==> config.mk <==
export PLATFORM = sky130hd
export DESIGN_NAME = double_hash_set_engine_core
export DESIGN_NICKNAME = d
export VERILOG_FILES = /design/src/sv/dhse_pkg.sv /design/src/sv/double_hash_set_engine_core.sv /design/src/sv/dhse_ram.sv
export SDC_FILE = /design/constraint.sdc
export NUM_CORES = 2
export LEC_CHECK = 0
export BUFFER_PORTS_ARGS = -buffer_cell sky130_fd_sc_hd__buf_2
export CAP_MARGIN = 20
export CORE_UTILIZATION = 51
export CTS_BUF_LIST = sky130_fd_sc_hd__clkbuf_4 sky130_fd_sc_hd__clkbuf_8
export CTS_CLUSTER_SIZE = 28
export DETAILED_ROUTE_END_ITERATION = 8
export GPL_ROUTABILITY_DRIVEN = 1
export PLACE_DENSITY = 0.7
export RECOVER_POWER = 50
export REMOVE_ABC_BUFFERS = 1
export SKIP_CTS_REPAIR_TIMING = 1
export SYNTH_ARGS = -nofsm -noshare
export SYNTH_HDL_FRONTEND = slang
export SYNTH_SLANG_ARGS = --single-unit
==> constraint.sdc <==
create_clock -name clk -period 7.7 [get_ports clk]
set_input_delay 2.31 -clock clk [delete_from_list [all_inputs] [get_ports clk]]
set_output_delay 2.31 -clock clk [all_outputs]
set_load 0.01 [all_outputs]
==> src/sv/dhse_pkg.sv <==
// ---------------------------------------------------------------------------
// dhse_pkg
// shared constants and codes for the double-hashed key set engine
// ---------------------------------------------------------------------------
package dhse_pkg;

  localparam int TABLE_SLOTS_DEF = 64;
  localparam int KEY_BITS_DEF    = 32;

  localparam int KEY_PORT_W   = 32;
  localparam int HASH_PORT_W  = 32;
  localparam int SLOT_PORT_W  = 6;
  localparam int COUNT_PORT_W = 7;

  localparam logic [1:0] OP_INSERT = 2'd0;
  localparam logic [1:0] OP_LOOKUP = 2'd1;
  localparam logic [1:0] OP_REMOVE = 2'd2;

  localparam logic [1:0] SS_EMPTY = 2'd0;
  localparam logic [1:0] SS_LIVE  = 2'd1;
  localparam logic [1:0] SS_TOMB  = 2'd2;

  localparam logic [1:0] STS_OK        = 2'd0;
  localparam logic [1:0] STS_NOT_FOUND = 2'd1;
  localparam logic [1:0] STS_EXHAUSTED = 2'd2;

endpackage

==> src/sv/double_hash_set_engine_core.sv <==
// ---------------------------------------------------------------------------
// double_hash_set_engine_core
// open-addressed key set with double hashing over a power-of-two slot table
// ---------------------------------------------------------------------------
// channel | direction | ports
// in      | input     | in_valid, in_ready, in_operation, in_key, in_key_hash
// out     | output    | out_valid, out_ready, out_status, out_slot, out_entry_count
//
// the step modulo (TABLE_SLOTS-1) folds one hash digit per cycle in one adder
// probes read the slot ram once per cycle through its single read port
// after reset a clearing pass over all TABLE_SLOTS slots empties the table, in_ready low
// a stalled result holds the engine in its result cycle
// ---------------------------------------------------------------------------
module double_hash_set_engine_core
  import dhse_pkg::*;
#(
  parameter int TABLE_SLOTS = TABLE_SLOTS_DEF,
  parameter int KEY_BITS    = KEY_BITS_DEF
) (
  input  logic                    clk,
  input  logic                    rst_n,
  input  logic                    in_valid,
  output logic                    in_ready,
  input  logic [1:0]              in_operation,
  input  logic [KEY_PORT_W-1:0]   in_key,
  input  logic [HASH_PORT_W-1:0]  in_key_hash,
  output logic                    out_valid,
  input  logic                    out_ready,
  output logic [1:0]              out_status,
  output logic [SLOT_PORT_W-1:0]  out_slot,
  output logic [COUNT_PORT_W-1:0] out_entry_count
);

  localparam int SW     = $clog2(TABLE_SLOTS);
  localparam int CW     = $clog2(TABLE_SLOTS + 1);
  localparam int SKB    = (KEY_BITS < KEY_PORT_W) ? KEY_BITS : KEY_PORT_W;
  localparam int DIGITS = (HASH_PORT_W + SW - 1) / SW;
  localparam int HX     = DIGITS * SW;
  localparam int DCW    = $clog2(DIGITS);
  localparam int RW     = 2 + SKB;
  localparam int MOD_M  = TABLE_SLOTS - 1;

  localparam logic [2:0] S_CLR   = 3'd0;
  localparam logic [2:0] S_IDLE  = 3'd1;
  localparam logic [2:0] S_HASH  = 3'd2;
  localparam logic [2:0] S_CHECK = 3'd3;
  localparam logic [2:0] S_FIN   = 3'd4;

  logic [2:0]              state_r, state_nxt;
  logic [1:0]              op_r, op_nxt;
  logic [SKB-1:0]          key_r, key_nxt;
  logic [HX-1:0]           h_r, h_nxt;
  logic [DCW-1:0]          dig_r, dig_nxt;
  logic [SW-1:0]           acc_r, acc_nxt;
  logic [SW-1:0]           step_r, step_nxt;
  logic [SW-1:0]           pos_r, pos_nxt;
  logic [SW-1:0]           prb_r, prb_nxt;
  logic [CW-1:0]           cnt_r, cnt_nxt;
  logic [1:0]              res_status_r, res_status_nxt;
  logic [SW-1:0]           res_slot_r, res_slot_nxt;
  logic                    out_valid_r, out_valid_nxt;
  logic [1:0]              out_status_r, out_status_nxt;
  logic [SLOT_PORT_W-1:0]  out_slot_r, out_slot_nxt;
  logic [COUNT_PORT_W-1:0] out_count_r, out_count_nxt;

  logic [SW:0]     fold_sum;
  logic [SW:0]     fold_red;
  logic            ram_we;
  logic [SW-1:0]   ram_waddr;
  logic [RW-1:0]   ram_wdata;
  logic [SW-1:0]   ram_raddr;
  logic [RW-1:0]   ram_rdata;
  logic [1:0]      rd_state;
  logic [SKB-1:0]  rd_key;
  logic            rd_live;
  logic            rd_match;
  logic [SKB-1:0]  in_key_m;
  logic [31:0]     slot_ext;
  logic [31:0]     cnt_ext;

  dhse_ram #(
    .WIDTH (RW),
    .DEPTH (TABLE_SLOTS)
  ) u_slot_ram (
    .clk   (clk),
    .we    (ram_we),
    .waddr (ram_waddr),
    .wdata (ram_wdata),
    .raddr (ram_raddr),
    .rdata (ram_rdata)
  );

  assign in_key_m = in_key[SKB-1:0];
  assign rd_state = ram_rdata[RW-1:SKB];
  assign rd_key   = ram_rdata[SKB-1:0];
  assign rd_live  = (rd_state == SS_LIVE);
  assign rd_match = rd_live && (rd_key == key_r);

  // digit fold: 2^SW is 1 mod (TABLE_SLOTS-1)
  assign fold_sum = {1'b0, acc_r} + {1'b0, h_r[SW-1:0]};
  assign fold_red = (fold_sum >= (SW+1)'(MOD_M)) ? (fold_sum - (SW+1)'(MOD_M)) : fold_sum;

  assign in_ready        = (state_r == S_IDLE);
  assign out_valid       = out_valid_r;
  assign out_status      = out_status_r;
  assign out_slot        = out_slot_r;
  assign out_entry_count = out_count_r;

  assign slot_ext = 32'(res_slot_r);
  assign cnt_ext  = 32'(cnt_r);

  always_comb begin
    state_nxt      = state_r;
    op_nxt         = op_r;
    key_nxt        = key_r;
    h_nxt          = h_r;
    dig_nxt        = dig_r;
    acc_nxt        = acc_r;
    step_nxt       = step_r;
    pos_nxt        = pos_r;
    prb_nxt        = prb_r;
    cnt_nxt        = cnt_r;
    res_status_nxt = res_status_r;
    res_slot_nxt   = res_slot_r;
    out_valid_nxt  = out_valid_r;
    out_status_nxt = out_status_r;
    out_slot_nxt   = out_slot_r;
    out_count_nxt  = out_count_r;
    ram_we         = 1'b0;
    ram_waddr      = pos_r;
    ram_wdata      = {SS_EMPTY, SKB'(0)};
    ram_raddr      = pos_r;

    if (out_valid_r && out_ready) begin
      out_valid_nxt = 1'b0;
    end

    unique case (state_r)
      S_CLR: begin
        ram_we = 1'b1;
        if (pos_r == SW'(TABLE_SLOTS - 1)) begin
          state_nxt = S_IDLE;
        end else begin
          pos_nxt = pos_r + SW'(1);
        end
      end
      S_IDLE: begin
        if (in_valid) begin
          op_nxt  = in_operation;
          key_nxt = in_key_m;
          h_nxt   = HX'(in_key_hash);
          dig_nxt = DCW'(DIGITS - 1);
          acc_nxt = '0;
          pos_nxt = in_key_hash[SW-1:0];
          prb_nxt = '0;
          if (in_operation == OP_INSERT || in_operation == OP_LOOKUP ||
              in_operation == OP_REMOVE) begin
            if (in_key_m != '0) begin
              state_nxt = S_HASH;
            end else begin
              res_status_nxt = STS_NOT_FOUND;
              res_slot_nxt   = '0;
              state_nxt      = S_FIN;
            end
          end else begin
            res_status_nxt = STS_NOT_FOUND;
            res_slot_nxt   = '0;
            state_nxt      = S_FIN;
          end
        end
      end
      S_HASH: begin
        acc_nxt = fold_red[SW-1:0];
        h_nxt   = h_r >> SW;
        dig_nxt = dig_r - DCW'(1);
        if (dig_r == '0) begin
          step_nxt  = fold_red[SW-1:0] | SW'(1);
          state_nxt = S_CHECK;
        end
      end
      S_CHECK: begin
        ram_raddr = pos_r + step_r;
        if (op_r == OP_INSERT && (!rd_live || rd_match)) begin
          ram_we    = 1'b1;
          ram_wdata = {SS_LIVE, key_r};
          if (!rd_match) begin
            cnt_nxt = cnt_r + CW'(1);
          end
          res_status_nxt = STS_OK;
          res_slot_nxt   = pos_r;
          state_nxt      = S_FIN;
        end else if (op_r != OP_INSERT && rd_state == SS_EMPTY) begin
          res_status_nxt = STS_NOT_FOUND;
          res_slot_nxt   = pos_r;
          state_nxt      = S_FIN;
        end else if (op_r != OP_INSERT && rd_match) begin
          if (op_r == OP_REMOVE) begin
            ram_we    = 1'b1;
            ram_wdata = {SS_TOMB, SKB'(0)};
            if (cnt_r != '0) begin
              cnt_nxt = cnt_r - CW'(1);
            end
          end
          res_status_nxt = STS_OK;
          res_slot_nxt   = pos_r;
          state_nxt      = S_FIN;
        end else if (prb_r == SW'(TABLE_SLOTS - 1)) begin
          res_status_nxt = STS_EXHAUSTED;
          res_slot_nxt   = pos_r;
          state_nxt      = S_FIN;
        end else begin
          prb_nxt = prb_r + SW'(1);
          pos_nxt = pos_r + step_r;
        end
      end
      S_FIN: begin
        if (!out_valid_r || out_ready) begin
          out_valid_nxt  = 1'b1;
          out_status_nxt = res_status_r;
          out_slot_nxt   = slot_ext[SLOT_PORT_W-1:0];
          out_count_nxt  = cnt_ext[COUNT_PORT_W-1:0];
          state_nxt      = S_IDLE;
        end
      end
      default: begin
        state_nxt = S_IDLE;
      end
    endcase
  end

  always_ff @(posedge clk) begin
    if (!rst_n) begin
      state_r     <= S_CLR;
      pos_r       <= '0;
      cnt_r       <= '0;
      out_valid_r <= 1'b0;
    end else begin
      state_r     <= state_nxt;
      pos_r       <= pos_nxt;
      cnt_r       <= cnt_nxt;
      out_valid_r <= out_valid_nxt;
    end
  end

  always_ff @(posedge clk) begin
    op_r         <= op_nxt;
    key_r        <= key_nxt;
    h_r          <= h_nxt;
    dig_r        <= dig_nxt;
    acc_r        <= acc_nxt;
    step_r       <= step_nxt;
    prb_r        <= prb_nxt;
    res_status_r <= res_status_nxt;
    res_slot_r   <= res_slot_nxt;
    out_status_r <= out_status_nxt;
    out_slot_r   <= out_slot_nxt;
    out_count_r  <= out_count_nxt;
  end

  a_count_bound: assert property (@(posedge clk) disable iff (!rst_n)
    cnt_r <= CW'(TABLE_SLOTS))
    else $error("live count above table size");

  a_step_odd: assert property (@(posedge clk) disable iff (!rst_n)
    (state_r == S_CHECK) |-> step_r[0])
    else $error("probe step is even");

  a_write_source: assert property (@(posedge clk) disable iff (!rst_n)
    ram_we |-> (state_r == S_CLR || state_r == S_CHECK))
    else $error("slot write outside clear or probe");

  a_count_needs_write: assert property (@(posedge clk) disable iff (!rst_n)
    ($past(rst_n) && cnt_r != $past(cnt_r)) |-> $past(ram_we))
    else $error("live count changed without a slot write");

  a_no_accept_in_clear: assert property (@(posedge clk) disable iff (!rst_n)
    (state_r == S_CLR) |-> (!in_ready && ram_we))
    else $error("accepting word during clearing pass");

endmodule

==> src/sv/dhse_ram.sv <==
// ---------------------------------------------------------------------------
// dhse_ram
// generic single write port ram with registered read
// ---------------------------------------------------------------------------
module dhse_ram #(
  parameter int WIDTH = 8,
  parameter int DEPTH = 16
) (
  input  logic                     clk,
  input  logic                     we,
  input  logic [$clog2(DEPTH)-1:0] waddr,
  input  logic [WIDTH-1:0]         wdata,
  input  logic [$clog2(DEPTH)-1:0] raddr,
  output logic [WIDTH-1:0]         rdata
);

  logic [WIDTH-1:0] mem [DEPTH];

  always_ff @(posedge clk) begin
    if (we) begin
      mem[waddr] <= wdata;
    end
    rdata <= mem[raddr];
  end

endmodule

==> metrics <==
status=finished with violations; failing checks=max-capacitance violations, max-slew violations; Routed WL=247200 um; worst vdd ir=211.6 uV; top cells by area, synth=edfxtp_1, o22ai_1, nand2_1; Cell variety after synth=83; Yosys reg bits=2336; Crit path buffers/inverters=3; crit-path leading delay family=simple AND/OR/NAND/NOR gates; initial antenna violation count=5; Total GRT Usage=27.78%; first-pass GRT wire length=354800 um; Synth Area in Compound Gates=10.79%; # port buffers=86; DP HPWL=135800 um; critical path class=reg2reg; RSZ-0062 raised after global routing=no; Reg-to-Reg End=u_slot_ram.mem[11][12]; R2R Path Start=key_r[2]; # nets final=6224; largest net degree at the start of global routing=164; cell row count=152; max-slew violations=1665; fmax=151.8 MHz; asr flop ratio synth=0%; Worst path max stage delay=1.42 ns; number of vias per cell=6.372; WP depth=9; critical path fanouts, max=33; XOR/XNOR share of the synthesized area=0.5046%; Syn Std Cell Area=88760 um2; ys flop type=edfxtp_1; Worst-Margin Slew=3.334 ns; adder-cell share of the synthesized area=0.2988%; clk slew on worst S/H paths=0.06 ns; share of Yosys cell area claimed by the top area cell type=77.30%; Critical Path Start Type=flop; crit path DAT=7.33 ns; Power Dens Cells=262.1 nW/um2; Sink Count=2336; Worst Setup SP=key_r[2]; crit end category=flop; Comb power frac=7.6%; Clk pwr share=38.7%; LEAKAGE=35.97 nW; simple-gate portion of the synthesized area=7.206%; DR vias=55410; Int Pwr=19.83 mW; fin crit share=85.55%; Final ANT Viol Nets=0; Post-Syn Instances=5926; max-capacitance violation count=50; grt total ovfl=0; CTS buffer count=366; htree depth=5; number of synthesized flops with an enable pin=2285; P_sw=6.050 mW; Final Wtd Congestion=1.025; CTS tree=built; core area=172300 um2; fillcell total=13180; setup TNS=0 ns; HP Start=res_slot_r[0]; CP Cell Sequence=xnor2_1 > nand4_1 > nor4_1 > clkbuf_1 > nand2_1 > a21oi_1 > clkbuf_1 > and3_1 > buf_4; Power Total=25.88 mW; Die H=419.2 um; Max clock buf depth=4; detailed-route DRC error count=0; wire per inst=28.43 um; Most common cell on crit path=clkbuf_1; largest family of logic cells by synthesized area=compound AO/OA/AOI/OAI gates; Initial Utilization=51.51%; Synth-to-Final Area Change=11.23%; final count of negative-setup-slack endpoints=0; switching share of power=23.38%; Avg Cell Area, Syn=14.98 um2; 1st-iter DRT viols=8085; vias in the first global route=53210; most frequent cell after synthesis=edfxtp_1; dominant cell type by area after synthesis=edfxtp_1; WP data required=8.44 ns; FF-to-FF path depth=9; Hold Path Depth=0; synth cell count leaders=edfxtp_1, o22ai_1, nand2_1; layout cells sized above 1=13.20%; First-pass DRT Iterations=8; chip width=419.2 um; Non-Filler Instances=8697; relative slew slack=-122.2%; register area share after synthesis=78.45%; sequential power share=53.7%; R2R Setup Slk=1.11 ns; Placed Cells=8072; Final Hold Fails=0; latest clock arrival within the worst-skew pair=1.10 ns; CP Capture Point=u_slot_ram.mem[11][12]; Crit-path slowest cell=and3_1; mux cell area share after synthesis=0.5498%; CTS root buf=clkbuf_8; post-layout util=57.30%; die area=175700 um2; Layout Skew=0.1065 ns; I/O pin count=87; crit path time final=6.587 ns; Synth Warn #=0; min-delay worst type=reg2reg
[cell type report]
cell class,count,area [um2],share of cell area (%)
Antenna cell,3,7.507,0.007604
Clock buffer,507,6165,6.244
Clock inverter,111,675.6,0.6843
Inverter,19,71.32,0.07223
Multi-Input combinational cell,3153,17460,17.69
Sequential cell,2336,69640,70.53
Tap cell,2310,2890,2.927
Timing Repair Buffer,258,1824,1.848
[placed cells by master, fill, tap and decap left out, types with 7 or more instances in the layout]
master | Yosys | final
bufinv_16 | 0 | 7
clkinv_2 | 0 | 32
a31oi_1 | 42 | 42
inv_1 | 18 | 18
clkbuf_4 | 0 | 132
nand3_1 | 373 | 373
buf_2 | 150 | 36
o21ai_0 | 515 | 516
o22ai_1 | 825 | 825
a32oi_1 | 34 | 34
nor2_1 | 173 | 157
or4_1 | 8 | 8
and3_1 | 43 | 34
nand2_1 | 714 | 714
nand4_1 | 17 | 17
and3_2 | 0 | 9
o21ai_1 | 33 | 33
clkbuf_8 | 0 | 377
dfxtp_1 | 51 | 51
and2_0 | 0 | 11
nor2b_1 | 7 | 7
edfxtp_1 | 2285 | 2285
or3_1 | 8 | 8
clkbuf_2 | 4 | 12
a211oi_1 | 33 | 34
xnor2_1 | 44 | 44
clkbuf_1 | 219 | 70
and2_1 | 19 | 7
mux4_2 | 11 | 11
a21oi_1 | 88 | 89
nor3_1 | 10 | 11
buf_12 | 0 | 20
nor2_4 | 1 | 46
buf_4 | 16 | 117
ha_1 | 18 | 18
mux2i_1 | 18 | 17
clkinv_1 | 0 | 66
nand2b_1 | 7 | 7
[worst min path at each step]
stage	slack (ns)	to
finish	0.42	out_slot[0]
global route	0.43	out_slot[0]
CTS	0.42	out_slot[0]
detailed placement	0.41	out_slot[0]
global placement	0.41	out_slot[0]
floorplan	0.40	out_slot[0]
[registers in the layout (all words and copies together), names as in the netlist]
register and flops:
acc_r 6, out_entry_count 7, op_r 2, key_r 32
out_slot 6, pos_r 6, u_slot_ram.mem 2176, out_valid 1
u_slot_ram.rdata 34, prb_r 6, h_r 32, out_status 2
cnt_r 7, state_r 3, dig_r 3, res_slot_r 6
res_status_r 2, step_r 5
[power by group through the flow]
stage          clock, mW  combinational [mW]  sequential (mW)
3_3_place_gp           0                1.85             14.2
6_report            10.0                1.96             13.9
4_1_cts             10.1                1.88             13.9
2_1_floorplan          0                1.31             14.2
5_1_grt             10.6                2.05             13.9
3_5_place_dp           0                1.88             14.2
[through the flow]
stage	hold WS, ns	setup WS [ns]	instance area, um2
2_1_floorplan	0.4003	-12.89	86890
3_3_place_gp	0.4117	1.536	92180
3_5_place_dp	0.4098	2.195	92270
4_1_cts	0.4237	2.274	99110
5_1_grt	0.4251	1.104	98730
6_report	0.4225	1.113	98730
[per-layer routing]
layer  up-vias  routed length, um  share of wire (%)  global-route usage (%)
li1      23670                  -                  -                       -
met1     27380              91400                 37                   37.42
met2      3739             111800                 45                   41.62
met3       624              29220                 12                   6.607
met4         2              14750                6.0                   15.73
met5         -                 13             0.0053                       0
[cells by family (layout without fill, tap and decap cells)]
| family | after synthesis | after routing |
|---|---|---|
| adders and majority gates | 20 | 20 |
| and+or+nand+nor | 1441 | 1441 |
| xor gates and xnor gates | 49 | 49 |
| AOI/OAI and AO/OA | 1610 | 1610 |
| muxes | 33 | 33 |
| buffers and inverters | 437 | 895 |
| DFF | 2336 | 2336 |
| other | 0 | 3 |
[worst reg2reg max path: cells and delay by family (launching register included)]
family	cells	cell delay [ns]
xor gates and xnor gates	1	0.37
AOI/OAI and AO/OA	1	0.78
DFF	1	0.46
and+or+nand+nor	4	2.31
buffers and inverters	3	2.30
(Power assumes the default switching activity.)
